File: src/rtl/core/evr_pkg.sv
// Shared types, constants and tables for the Euler vertex rotator.
package evr_pkg;

  localparam int PHASE_BITS      = 24;
  localparam int TRIG_BITS       = 16;
  localparam int CORDIC_ITERS    = 24;
  localparam int CORDIC_ITER_W   = $clog2(CORDIC_ITERS);
  localparam int CORDIC_GAIN_Q30 = 652032874;
  localparam int CORDIC_W        = 33;

  localparam int STEP_W   = 24;
  localparam int CENTER_W = 16;
  localparam int SWING_W  = 16;
  localparam int VERT_W   = 16;
  localparam int SCREEN_W = 18;
  localparam int DEPTH_W  = 16;
  localparam int OFF_W    = 18;
  localparam int OPA_W    = 20;
  localparam int RES_W    = 21;
  localparam int CFG_IDX_W = 3;
  localparam int CFG_W    = 24;

  localparam logic [STEP_W-1:0]          RST_STEP_X   = 24'd8011;
  localparam logic [STEP_W-1:0]          RST_STEP_Y   = 24'd13351;
  localparam logic [STEP_W-1:0]          RST_STEP_Z   = 24'd5340;
  localparam logic [CENTER_W-1:0]        RST_CENTER_X = 16'd32768;
  localparam logic [CENTER_W-1:0]        RST_CENTER_Y = 16'd8192;
  localparam logic signed [SWING_W-1:0]  RST_SWING_X  = 16'sd21709;
  localparam logic signed [SWING_W-1:0]  RST_SWING_Y  = -16'sd2867;
  localparam logic signed [OFF_W-1:0]    RST_OFF_X    = 18'sd54477;
  localparam logic signed [OFF_W-1:0]    RST_OFF_Y    = 18'sd8192;

  typedef enum logic [CFG_IDX_W-1:0] {
    REG_STEP_X   = 3'd0,
    REG_STEP_Y   = 3'd1,
    REG_STEP_Z   = 3'd2,
    REG_CENTER_X = 3'd3,
    REG_CENTER_Y = 3'd4,
    REG_SWING_X  = 3'd5,
    REG_SWING_Y  = 3'd6
  } reg_idx_t;

  typedef enum logic [2:0] {
    OPA_X, OPA_Y, OPA_Z, OPA_T1, OPA_T2, OPA_U, OPA_SWX, OPA_SWY
  } opa_t;

  typedef enum logic [2:0] {
    OPB_CX = 3'd0, OPB_SX = 3'd1, OPB_CY = 3'd2,
    OPB_SY = 3'd3, OPB_CZ = 3'd4, OPB_SZ = 3'd5
  } opb_t;

  typedef enum logic [3:0] {
    DST_NONE, DST_T1, DST_T2, DST_T3, DST_U, DST_RX, DST_RY, DST_RZ, DST_OFFX, DST_OFFY
  } dst_t;

  typedef struct packed {
    opa_t opa;
    opb_t opb;
    logic clear;
    logic sub;
    dst_t dst;
    logic last;
  } uop_t;

  typedef struct packed {
    logic start;
    logic clear;
    logic sub;
  } mul_ctrl_t;

  localparam int PC_W = 4;
  localparam logic [PC_W-1:0] PC_ROTATE  = 4'd0;
  localparam logic [PC_W-1:0] PC_ADVANCE = 4'd12;

  // product sequence: rotation first, offset update after the CORDIC passes
  function automatic uop_t uop(input logic [PC_W-1:0] pc);
    uop_t u;
    u = '{OPA_X, OPB_CX, 1'b1, 1'b0, DST_NONE, 1'b1};
    unique case (pc)
      4'd0:  u = '{OPA_Y,   OPB_CX, 1'b1, 1'b0, DST_NONE, 1'b0};
      4'd1:  u = '{OPA_Z,   OPB_SX, 1'b0, 1'b1, DST_T1,   1'b0};
      4'd2:  u = '{OPA_Y,   OPB_SX, 1'b1, 1'b0, DST_NONE, 1'b0};
      4'd3:  u = '{OPA_Z,   OPB_CX, 1'b0, 1'b0, DST_T2,   1'b0};
      4'd4:  u = '{OPA_X,   OPB_CY, 1'b1, 1'b0, DST_T3,   1'b0};
      4'd5:  u = '{OPA_T2,  OPB_SY, 1'b1, 1'b0, DST_U,    1'b0};
      4'd6:  u = '{OPA_U,   OPB_CZ, 1'b1, 1'b0, DST_NONE, 1'b0};
      4'd7:  u = '{OPA_T1,  OPB_SZ, 1'b0, 1'b1, DST_RX,   1'b0};
      4'd8:  u = '{OPA_U,   OPB_SZ, 1'b1, 1'b0, DST_NONE, 1'b0};
      4'd9:  u = '{OPA_T1,  OPB_CZ, 1'b0, 1'b0, DST_RY,   1'b0};
      4'd10: u = '{OPA_T2,  OPB_CY, 1'b1, 1'b0, DST_NONE, 1'b0};
      4'd11: u = '{OPA_X,   OPB_SY, 1'b0, 1'b1, DST_RZ,   1'b1};
      4'd12: u = '{OPA_SWX, OPB_CX, 1'b1, 1'b0, DST_OFFX, 1'b0};
      4'd13: u = '{OPA_SWY, OPB_SY, 1'b1, 1'b0, DST_OFFY, 1'b1};
      default: u = '{OPA_X, OPB_CX, 1'b1, 1'b0, DST_NONE, 1'b1};
    endcase
    return u;
  endfunction

  // arctan(2^-i) in turns * 2^32
  function automatic logic [31:0] atan_turns(input logic [CORDIC_ITER_W-1:0] i);
    logic [31:0] a;
    a = 32'h0;
    unique case (i)
      5'd0:  a = 32'h20000000;
      5'd1:  a = 32'h12E4051D;
      5'd2:  a = 32'h09FB385B;
      5'd3:  a = 32'h051111D4;
      5'd4:  a = 32'h028B0D43;
      5'd5:  a = 32'h0145D7E1;
      5'd6:  a = 32'h00A2F61E;
      5'd7:  a = 32'h00517C55;
      5'd8:  a = 32'h0028BE53;
      5'd9:  a = 32'h00145F2E;
      5'd10: a = 32'h000A2F98;
      5'd11: a = 32'h000517CC;
      5'd12: a = 32'h00028BE6;
      5'd13: a = 32'h000145F3;
      5'd14: a = 32'h0000A2F9;
      5'd15: a = 32'h0000517C;
      5'd16: a = 32'h000028BE;
      5'd17: a = 32'h0000145F;
      5'd18: a = 32'h00000A2F;
      5'd19: a = 32'h00000517;
      5'd20: a = 32'h0000028B;
      5'd21: a = 32'h00000145;
      5'd22: a = 32'h000000A2;
      5'd23: a = 32'h00000051;
      default: a = 32'h0;
    endcase
    return a;
  endfunction

endpackage

File: src/rtl/core/evr_smul.sv
// Bit-serial signed multiply-accumulate with half-up rounding of the sum.
module evr_smul #(
  parameter int TRIG_BITS = evr_pkg::TRIG_BITS
) (
  input  logic                                clk,
  input  logic                                rst,
  input  evr_pkg::mul_ctrl_t                  ctrl,
  input  logic signed [evr_pkg::OPA_W-1:0]    a,
  input  logic signed [TRIG_BITS-1:0]         b,
  output logic                                done,
  output logic signed [evr_pkg::RES_W-1:0]    rnd
);

  localparam int ACC_W = evr_pkg::OPA_W + TRIG_BITS + 2;
  localparam int CNT_W = $clog2(TRIG_BITS);
  localparam logic [CNT_W-1:0] CNT_LAST = CNT_W'(TRIG_BITS - 1);
  localparam logic signed [ACC_W-1:0] HALF = ACC_W'(1) <<< (TRIG_BITS - 2);

  logic signed [ACC_W-1:0] acc, a_sh, term, acc_next, biased, shifted;
  logic [TRIG_BITS-1:0] b_sh;
  logic [CNT_W-1:0] cnt;
  logic busy, sub, neg;

  always_comb begin
    neg      = sub ^ (cnt == CNT_LAST);
    term     = b_sh[0] ? a_sh : '0;
    acc_next = neg ? acc - term : acc + term;
    biased   = acc + HALF;
    shifted  = biased >>> (TRIG_BITS - 1);
    rnd      = shifted[evr_pkg::RES_W-1:0];
  end

  always_ff @(posedge clk) begin
    if (rst) begin
      busy <= 1'b0;
      done <= 1'b0;
      cnt  <= '0;
    end else begin
      done <= 1'b0;
      if (ctrl.start) begin
        busy <= 1'b1;
        cnt  <= '0;
      end else if (busy) begin
        cnt <= cnt + CNT_W'(1);
        if (cnt == CNT_LAST) begin
          busy <= 1'b0;
          done <= 1'b1;
        end
      end
    end
  end

  always_ff @(posedge clk) begin
    if (ctrl.start) begin
      a_sh <= ACC_W'(a);
      b_sh <= b;
      sub  <= ctrl.sub;
      if (ctrl.clear) begin
        acc <= '0;
      end
    end else if (busy) begin
      acc  <= acc_next;
      a_sh <= a_sh <<< 1;
      b_sh <= b_sh >> 1;
    end
  end

endmodule

File: src/rtl/core/evr_cordic.sv
// Iterative rotation-mode CORDIC giving cosine and sine of one phase angle.
module evr_cordic #(
  parameter int PHASE_BITS = evr_pkg::PHASE_BITS,
  parameter int TRIG_BITS  = evr_pkg::TRIG_BITS
) (
  input  logic                        clk,
  input  logic                        rst,
  input  logic                        start,
  input  logic [PHASE_BITS-1:0]       phase,
  output logic                        done,
  output logic signed [TRIG_BITS-1:0] cos_val,
  output logic signed [TRIG_BITS-1:0] sin_val
);

  localparam int W   = evr_pkg::CORDIC_W;
  localparam int IW  = evr_pkg::CORDIC_ITER_W;
  localparam int ZSH = 32 - PHASE_BITS;
  localparam logic [IW-1:0] ITER_LAST = IW'(evr_pkg::CORDIC_ITERS - 1);
  localparam logic signed [W-1:0] GAIN = W'(evr_pkg::CORDIC_GAIN_Q30);
  localparam logic signed [W-1:0] HALF = W'(1) <<< (30 - TRIG_BITS);
  localparam logic signed [W-1:0] LIM  = W'((1 <<< (TRIG_BITS - 1)) - 1);

  logic signed [W-1:0] x, y, z, dx, dy, xb, yb, xs, ys, xc, yc;
  logic signed [TRIG_BITS-1:0] cc, ss;
  logic [IW-1:0] iter;
  logic [1:0] quad;
  logic busy, fin;

  always_comb begin
    dx = y >>> iter;
    dy = x >>> iter;
    xb = x + HALF;
    yb = y + HALF;
    xs = xb >>> (31 - TRIG_BITS);
    ys = yb >>> (31 - TRIG_BITS);
    xc = (xs > LIM) ? LIM : ((xs < -LIM) ? -LIM : xs);
    yc = (ys > LIM) ? LIM : ((ys < -LIM) ? -LIM : ys);
    cc = xc[TRIG_BITS-1:0];
    ss = yc[TRIG_BITS-1:0];
  end

  always_ff @(posedge clk) begin
    if (rst) begin
      busy <= 1'b0;
      fin  <= 1'b0;
      done <= 1'b0;
      iter <= '0;
    end else begin
      done <= fin;
      fin  <= 1'b0;
      if (start) begin
        busy <= 1'b1;
        iter <= '0;
      end else if (busy) begin
        iter <= iter + IW'(1);
        if (iter == ITER_LAST) begin
          busy <= 1'b0;
          fin  <= 1'b1;
        end
      end
    end
  end

  always_ff @(posedge clk) begin
    if (start) begin
      x    <= GAIN;
      y    <= '0;
      z    <= W'({{(W - PHASE_BITS + 2){1'b0}}, phase[PHASE_BITS-3:0]}) << ZSH;
      quad <= phase[PHASE_BITS-1:PHASE_BITS-2];
    end else if (busy) begin
      if (!z[W-1]) begin
        x <= x - dx;
        y <= y + dy;
        z <= z - W'(evr_pkg::atan_turns(iter));
      end else begin
        x <= x + dx;
        y <= y - dy;
        z <= z + W'(evr_pkg::atan_turns(iter));
      end
    end
    if (fin) begin
      unique case (quad)
        2'd0: begin cos_val <= cc;  sin_val <= ss;  end
        2'd1: begin cos_val <= -ss; sin_val <= cc;  end
        2'd2: begin cos_val <= -cc; sin_val <= -ss; end
        2'd3: begin cos_val <= ss;  sin_val <= -cc; end
        default: begin cos_val <= cc; sin_val <= ss; end
      endcase
    end
  end

endmodule

File: src/rtl/core/euler_vertex_rotator.sv
// Euler vertex rotator top level: sequencer, state and output register.
// Rotate beat: 12 serial products in turn on the one bit-serial multiplier.
// Advance beat: three CORDIC passes plus two products.
// One beat at a time; the next is taken once the last one is done, a rotate beat's result in the output register.
// Reset: registers to defaults, angles zero, cosines full scale, sines zero.
module euler_vertex_rotator #(
  parameter int PHASE_BITS = evr_pkg::PHASE_BITS,
  parameter int TRIG_BITS  = evr_pkg::TRIG_BITS
) (
  input  logic                                   clk,
  input  logic                                   rst,
  input  logic                                   cfg_we,
  input  logic [evr_pkg::CFG_IDX_W-1:0]          cfg_index,
  input  logic [evr_pkg::CFG_W-1:0]              cfg_data,
  input  logic                                   in_valid,
  output logic                                   in_stall,
  input  logic                                   func,
  input  logic signed [evr_pkg::VERT_W-1:0]      vert_x,
  input  logic signed [evr_pkg::VERT_W-1:0]      vert_y,
  input  logic signed [evr_pkg::VERT_W-1:0]      vert_z,
  output logic                                   out_valid,
  input  logic                                   out_stall,
  output logic signed [evr_pkg::SCREEN_W-1:0]    screen_x,
  output logic signed [evr_pkg::SCREEN_W-1:0]    screen_y,
  output logic signed [evr_pkg::DEPTH_W-1:0]     depth_z
);

  localparam int OPA_W = evr_pkg::OPA_W;
  localparam int RES_W = evr_pkg::RES_W;
  localparam int OFF_W = evr_pkg::OFF_W;
  localparam int SUM_W = (PHASE_BITS > evr_pkg::STEP_W) ? PHASE_BITS : evr_pkg::STEP_W;
  localparam int SAT_W = RES_W + 1;

  localparam logic [2:0] S_IDLE   = 3'd0;
  localparam logic [2:0] S_ISSUE  = 3'd1;
  localparam logic [2:0] S_MUL    = 3'd2;
  localparam logic [2:0] S_CSTART = 3'd3;
  localparam logic [2:0] S_CWAIT  = 3'd4;
  localparam logic [2:0] S_OUT    = 3'd5;

  localparam logic signed [TRIG_BITS-1:0] TRIG_ONE = TRIG_BITS'((1 <<< (TRIG_BITS - 1)) - 1);
  localparam logic signed [SAT_W-1:0] SCR_MAX = SAT_W'((1 <<< (evr_pkg::SCREEN_W - 1)) - 1);
  localparam logic signed [SAT_W-1:0] SCR_MIN = -SCR_MAX - SAT_W'(1);
  localparam logic signed [RES_W-1:0] DEP_MAX = RES_W'((1 <<< (evr_pkg::DEPTH_W - 1)) - 1);
  localparam logic signed [RES_W-1:0] DEP_MIN = -DEP_MAX - RES_W'(1);

  logic [2:0] state;
  logic [evr_pkg::PC_W-1:0] pc;
  logic [1:0] axis;

  logic [evr_pkg::STEP_W-1:0] step_x, step_y, step_z;
  logic [evr_pkg::CENTER_W-1:0] center_x, center_y;
  logic signed [evr_pkg::SWING_W-1:0] swing_x, swing_y;
  logic [PHASE_BITS-1:0] phase [3];
  logic signed [TRIG_BITS-1:0] trig [6];
  logic signed [OFF_W-1:0] off_x, off_y;

  logic signed [evr_pkg::VERT_W-1:0] vx, vy, vz;
  logic signed [OPA_W-1:0] t1, t2, u;
  logic signed [RES_W-1:0] rx, ry, rz;

  evr_pkg::uop_t op;
  evr_pkg::mul_ctrl_t mul_ctrl;
  logic signed [OPA_W-1:0] opa;
  logic signed [TRIG_BITS-1:0] opb;
  logic mul_done, cor_done, cor_start;
  logic signed [RES_W-1:0] mul_rnd;
  logic signed [TRIG_BITS-1:0] cor_cos, cor_sin;
  logic signed [SAT_W-1:0] sum_x, sum_y;
  logic signed [evr_pkg::SCREEN_W-1:0] sat_x, sat_y;
  logic signed [evr_pkg::DEPTH_W-1:0] sat_z;
  logic in_acc;

  assign in_stall = (state != S_IDLE);
  assign in_acc   = in_valid && !in_stall;

  always_comb begin
    op = evr_pkg::uop(pc);
    unique case (op.opa)
      evr_pkg::OPA_X:   opa = OPA_W'(vx);
      evr_pkg::OPA_Y:   opa = OPA_W'(vy);
      evr_pkg::OPA_Z:   opa = OPA_W'(vz);
      evr_pkg::OPA_T1:  opa = t1;
      evr_pkg::OPA_T2:  opa = t2;
      evr_pkg::OPA_U:   opa = u;
      evr_pkg::OPA_SWX: opa = OPA_W'(swing_x);
      evr_pkg::OPA_SWY: opa = OPA_W'(swing_y);
      default:          opa = OPA_W'(vx);
    endcase
    unique case (op.opb)
      evr_pkg::OPB_CX: opb = trig[0];
      evr_pkg::OPB_SX: opb = trig[1];
      evr_pkg::OPB_CY: opb = trig[2];
      evr_pkg::OPB_SY: opb = trig[3];
      evr_pkg::OPB_CZ: opb = trig[4];
      evr_pkg::OPB_SZ: opb = trig[5];
      default:         opb = trig[0];
    endcase
    mul_ctrl.start = (state == S_ISSUE);
    mul_ctrl.clear = op.clear;
    mul_ctrl.sub   = op.sub;
    cor_start      = (state == S_CSTART);

    sum_x = SAT_W'(rx) + SAT_W'(off_x);
    sum_y = SAT_W'(ry) + SAT_W'(off_y);
    sat_x = (sum_x > SCR_MAX) ? SCR_MAX[evr_pkg::SCREEN_W-1:0] :
            (sum_x < SCR_MIN) ? SCR_MIN[evr_pkg::SCREEN_W-1:0] :
            sum_x[evr_pkg::SCREEN_W-1:0];
    sat_y = (sum_y > SCR_MAX) ? SCR_MAX[evr_pkg::SCREEN_W-1:0] :
            (sum_y < SCR_MIN) ? SCR_MIN[evr_pkg::SCREEN_W-1:0] :
            sum_y[evr_pkg::SCREEN_W-1:0];
    sat_z = (rz > DEP_MAX) ? DEP_MAX[evr_pkg::DEPTH_W-1:0] :
            (rz < DEP_MIN) ? DEP_MIN[evr_pkg::DEPTH_W-1:0] :
            rz[evr_pkg::DEPTH_W-1:0];
  end

  evr_smul #(
    .TRIG_BITS(TRIG_BITS)
  ) u_smul (
    .clk  (clk),
    .rst  (rst),
    .ctrl (mul_ctrl),
    .a    (opa),
    .b    (opb),
    .done (mul_done),
    .rnd  (mul_rnd)
  );

  evr_cordic #(
    .PHASE_BITS(PHASE_BITS),
    .TRIG_BITS (TRIG_BITS)
  ) u_cordic (
    .clk     (clk),
    .rst     (rst),
    .start   (cor_start),
    .phase   (phase[axis]),
    .done    (cor_done),
    .cos_val (cor_cos),
    .sin_val (cor_sin)
  );

  always_ff @(posedge clk) begin
    if (rst) begin
      state     <= S_IDLE;
      pc        <= evr_pkg::PC_ROTATE;
      axis      <= 2'd0;
      out_valid <= 1'b0;
      step_x    <= evr_pkg::RST_STEP_X;
      step_y    <= evr_pkg::RST_STEP_Y;
      step_z    <= evr_pkg::RST_STEP_Z;
      center_x  <= evr_pkg::RST_CENTER_X;
      center_y  <= evr_pkg::RST_CENTER_Y;
      swing_x   <= evr_pkg::RST_SWING_X;
      swing_y   <= evr_pkg::RST_SWING_Y;
      off_x     <= evr_pkg::RST_OFF_X;
      off_y     <= evr_pkg::RST_OFF_Y;
      for (int i = 0; i < 3; i++) begin
        phase[i]       <= '0;
        trig[2 * i]     <= TRIG_ONE;
        trig[2 * i + 1] <= '0;
      end
    end else begin
      if (out_valid && !out_stall && state != S_OUT) begin
        out_valid <= 1'b0;
      end

      if (cfg_we) begin
        unique case (cfg_index)
          evr_pkg::REG_STEP_X:   step_x   <= cfg_data[evr_pkg::STEP_W-1:0];
          evr_pkg::REG_STEP_Y:   step_y   <= cfg_data[evr_pkg::STEP_W-1:0];
          evr_pkg::REG_STEP_Z:   step_z   <= cfg_data[evr_pkg::STEP_W-1:0];
          evr_pkg::REG_CENTER_X: center_x <= cfg_data[evr_pkg::CENTER_W-1:0];
          evr_pkg::REG_CENTER_Y: center_y <= cfg_data[evr_pkg::CENTER_W-1:0];
          evr_pkg::REG_SWING_X:  swing_x  <= cfg_data[evr_pkg::SWING_W-1:0];
          evr_pkg::REG_SWING_Y:  swing_y  <= cfg_data[evr_pkg::SWING_W-1:0];
          default: ;
        endcase
      end

      unique case (state)
        S_IDLE: begin
          if (in_acc) begin
            if (func) begin
              phase[0] <= PHASE_BITS'(SUM_W'(phase[0]) + SUM_W'(step_x));
              phase[1] <= PHASE_BITS'(SUM_W'(phase[1]) + SUM_W'(step_y));
              phase[2] <= PHASE_BITS'(SUM_W'(phase[2]) + SUM_W'(step_z));
              axis     <= 2'd0;
              state    <= S_CSTART;
            end else begin
              pc    <= evr_pkg::PC_ROTATE;
              state <= S_ISSUE;
            end
          end
        end
        S_ISSUE: state <= S_MUL;
        S_MUL: begin
          if (mul_done) begin
            unique case (op.dst)
              evr_pkg::DST_T1:   t1    <= OPA_W'(mul_rnd);
              evr_pkg::DST_T2:   t2    <= OPA_W'(mul_rnd);
              evr_pkg::DST_T3:   u     <= OPA_W'(mul_rnd);
              evr_pkg::DST_U:    u     <= u + OPA_W'(mul_rnd);
              evr_pkg::DST_RX:   rx    <= mul_rnd;
              evr_pkg::DST_RY:   ry    <= mul_rnd;
              evr_pkg::DST_RZ:   rz    <= mul_rnd;
              evr_pkg::DST_OFFX: off_x <= OFF_W'(center_x) + OFF_W'(mul_rnd);
              evr_pkg::DST_OFFY: off_y <= OFF_W'(center_y) + OFF_W'(mul_rnd);
              default: ;
            endcase
            if (op.last) begin
              state <= (pc == evr_pkg::PC_ADVANCE + evr_pkg::PC_W'(1)) ? S_IDLE : S_OUT;
            end else begin
              pc    <= pc + evr_pkg::PC_W'(1);
              state <= S_ISSUE;
            end
          end
        end
        S_CSTART: state <= S_CWAIT;
        S_CWAIT: begin
          if (cor_done) begin
            trig[{axis, 1'b0}] <= cor_cos;
            trig[{axis, 1'b1}] <= cor_sin;
            if (axis == 2'd2) begin
              pc    <= evr_pkg::PC_ADVANCE;
              state <= S_ISSUE;
            end else begin
              axis  <= axis + 2'd1;
              state <= S_CSTART;
            end
          end
        end
        S_OUT: begin
          if (!out_valid || !out_stall) begin
            out_valid <= 1'b1;
            state     <= S_IDLE;
          end
        end
        default: state <= S_IDLE;
      endcase
    end
  end

  always_ff @(posedge clk) begin
    if (in_acc) begin
      vx <= vert_x;
      vy <= vert_y;
      vz <= vert_z;
    end
    if (state == S_OUT && (!out_valid || !out_stall)) begin
      screen_x <= sat_x;
      screen_y <= sat_y;
      depth_z  <= sat_z;
    end
  end

endmodule
File: config.mk
export PLATFORM = sky130hd
export DESIGN_NAME = euler_vertex_rotator
export DESIGN_NICKNAME = d
export VERILOG_FILES = /design/src/rtl/core/evr_pkg.sv /design/src/rtl/core/evr_smul.sv /design/src/rtl/core/evr_cordic.sv /design/src/rtl/core/euler_vertex_rotator.sv
export SDC_FILE = /design/constraint.sdc
export NUM_CORES = 2
export LEC_CHECK = 0
export BUFFER_PORTS_ARGS = -buffer_cell sky130_fd_sc_hd__clkbuf_2
export CAP_MARGIN = 20
export CORE_MARGIN = 8
export CORE_UTILIZATION = 49
export DETAILED_ROUTE_END_ITERATION = 16
export PLACE_DENSITY_LB_ADDON = 0.15
export SKIP_LAST_GASP = 1
export SLEW_MARGIN = 25
export SYNTH_ARGS = -nofsm -noshare
export SYNTH_HDL_FRONTEND = slang
export SYNTH_SLANG_ARGS = --single-unit
export TNS_END_PERCENT = 50
File: constraint.sdc
create_clock -name clk -period 12.2 [get_ports clk]
set_input_delay 1.22 -clock clk [delete_from_list [all_inputs] [get_ports clk]]
set_output_delay 1.22 -clock clk [all_outputs]
set_load 0.1 [all_outputs]
==> metrics.txt <==
Fmax 137.9 MHz; Slew Limit Fails 0; worst-case register-to-register setup slack 4.95 ns; Post-layout nets 6506; min-delay worst type reg -> reg; critical path type reg -> reg; net count after synthesis 6500; Sink Count 854; Final Hold Fails 0; status completed; launch point of the worst path u_cordic.iter[1]$_SDFFE_PP0P_; fraction of final layout cells with drive strength greater than 1 ~11%; share of synthesized area occupied by flip-flops and latches just under 40%; vias per cell 6.030; synthesized-area fraction occupied by ao, oa, aoi and oai cells 17.92%; required time of the critical path 12.75 ns; count of instances resized after the clock tree is built 0; reg2reg path depth 24; worst slew slack as a fraction of its limit 29.99%; effective utilization at floorplan between 40% and 50%; count of filler cells inserted in the layout 10680; Final Cycle Share between 50% and 60%; largest fanout of any net on the critical path 59; cts hold-fix bufs 0; relative area change from synthesis to final layout 9.235%; Warnings, synthesis 0; Static Leak 24.44 nW; critical path data arrival time approximately 8 ns; leading register cell type out of synthesis edfxtp_1; die width roughly 360 um; root cell of the clock tree clkbuf_16; buffers inserted during post-CTS setup optimization 0; count of flip-flops with a built-in enable after synthesis 536; sw frac 42.51%; Skew-Pair Late Insertion Delay 0.70 ns; count of unique library cells instantiated by Yosys 118; worst slack at placement 5.026 ns; overall fraction of global-route tracks in use between 20% and 30%; final critical delay including setup and external delays 7.252 ns; total via count in the routed design 46460; post-synthesis mux area share 7.926%; deepest clock path buffer count 3; Placed Cells incl. Taps 7518; register bit total from synthesis 854; slew at the pin closest to its max-slew limit 1.024 ns; crit-path cells buf_4, mux4_2, mux2i_1, mux2i_1, nand2_1, and2_1, ha_1, and4_1, and2b_1, and2_1, nor2_1, xor2_1, ha_1, nand3_1, a2111oi_0, o31a_1, o211ai_1, a21o_1, o211ai_1, a221oi_1, xnor2_1, nand2_1, xnor2_1, nor2_1; cell family with most CP delay compound AO/OA/AOI/OAI gates; antenna violation net count after detailed routing 0; CP peak stage delay 0.84 ns; WHS Path Cells 0; GRT Residual Overflow 0; num ports 135; per-instance average area after synthesis 9.344 um2; initial antenna violation count 7; startpoint of the worst-slack reg-to-reg timing path u_cordic.iter[1]$_SDFFE_PP0P_; DRC violation total after the first TritonRoute iteration 4162; First-pass DRT Iterations 6; PD cells 245.3 nW/um2; RSZ-0062 raised after global routing no; Cell Area, Synth 56880 um2; PnR worst setup slack 4.948 ns; worst hold path startpoint op[5]$_DFF_P_; count of max-cap constraint violations 0; capture instance of the worst register-to-register path u_cordic.y[32]$_SDFFE_PP0P_; combinational group share of total power 51.9%; top cells by area, synth edfxtp_1 28%, dfxtp_1 11%, ha_1 7.0%; final routed wirelength across all metal layers between 150000 and 200000 um; Worst Path Buf+Inv 1; number of instances in the synthesized netlist roughly 6100; area enclosed by the die boundary 127200 um2; post-synthesis xor/xnor area fraction between 6 and 7%; share of synthesized cell area in full adder, half adder and majority cells 7.462%; Simple-Gate Fraction of Synth Area 17.00%; # DRC 0; internal power 0.008763 W; overall die height 356.7 um; CTS Buf Count 97; largest family of logic cells by synthesized area compound AO/OA/AOI/OAI gates; worst hold path endpoint u_smul.sub$_DFFE_PP_; Final Instance Count excl. Fillers 7705; CTS tree built; area leader, netlist edfxtp_1; DP HPWL between 100000 and 150000 um; routed length per instance 21.54 um; Setup TNS Final 0 ns; number of placement rows 125; H-Tree Level Count 3; sw power around 0.0065 W; first-pass GRT wire length 256000 um; crit start category register; slowest cell on the critical path dfxtp_4; maximum number of pins on one net before global-route repair between 80 and 90; proportion of synthesized flip-flops having asynchronous set or reset 0%; area fraction of the dominant cell type after synthesis roughly 28%; area inside the core boundary 115700 um2; Critical Path Sink Type register; final setup violation count 0; sequential cell fraction of total power between 20% and 30%; via count of the first global-routing pass 43540; IO Port Bufs 134; power share of the clock group 19.9%; clock-pin slew reported for the worst setup and hold paths after clock tree synthesis 0.06 ns; maximum ir drop on the vdd rail 0.2674 mV; clock skew after layout 0.02669 ns; GP Congestion 0.9465
layout by cell type (no fill, tap or decap), types with 26 or more instances in the layout:
cell       netlist  final
mux2i_1        156    156
a21oi_1        564    561
o211ai_1        45     45
o21bai_1        36     36
or3_1           42     42
a31oi_1         65     65
nor3_1         132    128
a21o_1         173    172
o31ai_1         44     44
ha_1           320    320
clkbuf_2         0    133
mux4_2         101    101
o22ai_1         37     37
a211oi_1        48     48
xnor2_1        245    245
or2_2           42     42
o21ai_0        299    299
xor2_1         177    176
nand2_1        749    748
clkbuf_16        0     97
edfxtp_1       536    536
nand2b_1       110    110
and3_1          99     98
nor2b_1         58     58
a22oi_1         26     26
and2_1          34     33
inv_1          143    141
mux2_2          41     41
buf_4            9    100
dfxtp_1        318    307
nor2_1         527    523
o21a_1          52     52
nand3_1        156    155
power groups by stage:
stage | logic [W] | registers (W) | clock network (W)
6_report | 0.00791 | 0.00430 | 0.00304
5_1_grt | 0.00872 | 0.00433 | 0.00320
4_1_cts | 0.00786 | 0.00428 | 0.00310
3_5_place_dp | 0.00780 | 0.00433 | 0
3_3_place_gp | 0.00772 | 0.00433 | 0
2_1_floorplan | 0.00608 | 0.00408 | 0
sequential cells by signal, summed over array words and instances (netlist names), 21 cells and up, named ones only:
signal / flops
step_x: 24
step_z: 24
rz: 21
phase: 72
trig: 96
u_smul.a_sh: 36
step_y: 24
u_cordic.x: 33
rx: 21
u_smul.acc: 36
u_cordic.y: 33
ry: 21
u_cordic.z: 33
cell families (layout without fill, tap and decap cells):
logic type                 Yosys count  after routing
and+or+nand+nor                   2076           2076
xor gates and xnor gates           423            423
AOI/OAI and AO/OA                 1619           1619
DFF                                854            854
other                                0              3
adders and majority gates          332            332
buffers and inverters              477            568
muxes                              306            306
worst register-to-register path: cells and delay by family (launching register included):
kind,cells,cell delay (ns)
AND/OR/NAND/NOR,9,1.29
adder cells (fa/ha/maj),2,0.60
multiplexers,3,1.24
XOR/XNOR,3,0.52
flip-flops,1,0.84
buffers and inverters,1,0.82
AO/OA/AOI/OAI,6,1.81
worst max-delay path by stage:
stage	cells after the start	end
3_3_place_gp	24	u_cordic.x[32]$_SDFFE_PP0P_
2_1_floorplan	28	u_cordic.x[32]$_SDFFE_PP0P_
3_5_place_dp	24	u_cordic.x[32]$_SDFFE_PP0P_
4_1_cts	24	u_cordic.x[32]$_SDFFE_PP0P_
6_report	24	u_cordic.y[32]$_SDFFE_PP0P_
5_1_grt	25	u_cordic.x[32]$_SDFFE_PP0P_
cell type report:
type	instances	area [um2]	area share (%)
sequential	854	22480	36.19
clock buffer	125	2643	4.253
clock inverter	59	665.6	1.071
inverter	151	566.8	0.9123
multi-input combinational	4756	32440	52.21
antenna	3	7.507	0.01208
timing repair buffer	233	1416	2.280
tap	1524	1907	3.069
metrics by stage:
step	hold WS [ns]	util [%]	power (W)	instance area (um2)
detailed placement	0.4001	50.81	0.01214	58810
CTS	0.4099	53.67	0.01524	62110
floorplan	0.3855	-	0.01017	56880
global route	0.4340	53.68	0.01625	62120
global placement	0.4013	50.78	0.01206	58770
finish	0.4112	53.68	0.01524	62130
routing by layer:
layer  share of wire [%]  global-route usage (%)  up-vias
met4                 3.7                   8.508        2
li1                    -                       -    22330
met3                 6.3                   3.665      303
met2                  46                   41.45     1439
met1                  44                   34.03    22380
met5              0.0078                       0        -
cell usage after synthesis (37+ instances only):
| library cell | count |
|---|---|
| o21a_1 | 52 |
| nor2_1 | 527 |
| nor2b_1 | 58 |
| mux4_2 | 101 |
| or3_1 | 42 |
| o211ai_1 | 45 |
| clkbuf_1 | 240 |
| nand3_1 | 156 |
| a211oi_1 | 48 |
| xnor2_1 | 245 |
| mux2_2 | 41 |
| a31oi_1 | 65 |
| xor2_1 | 177 |
| ha_1 | 320 |
| edfxtp_1 | 536 |
| o21ai_0 | 299 |
| a21o_1 | 173 |
| dfxtp_1 | 318 |
| a21oi_1 | 564 |
| o22ai_1 | 37 |
| nand2b_1 | 110 |
| inv_1 | 143 |
| nand2_1 | 749 |
| mux2i_1 | 156 |
| or2_2 | 42 |
| o31ai_1 | 44 |
| and3_1 | 99 |
| nor3_1 | 132 |
Power figures use the tool's default switching activity.
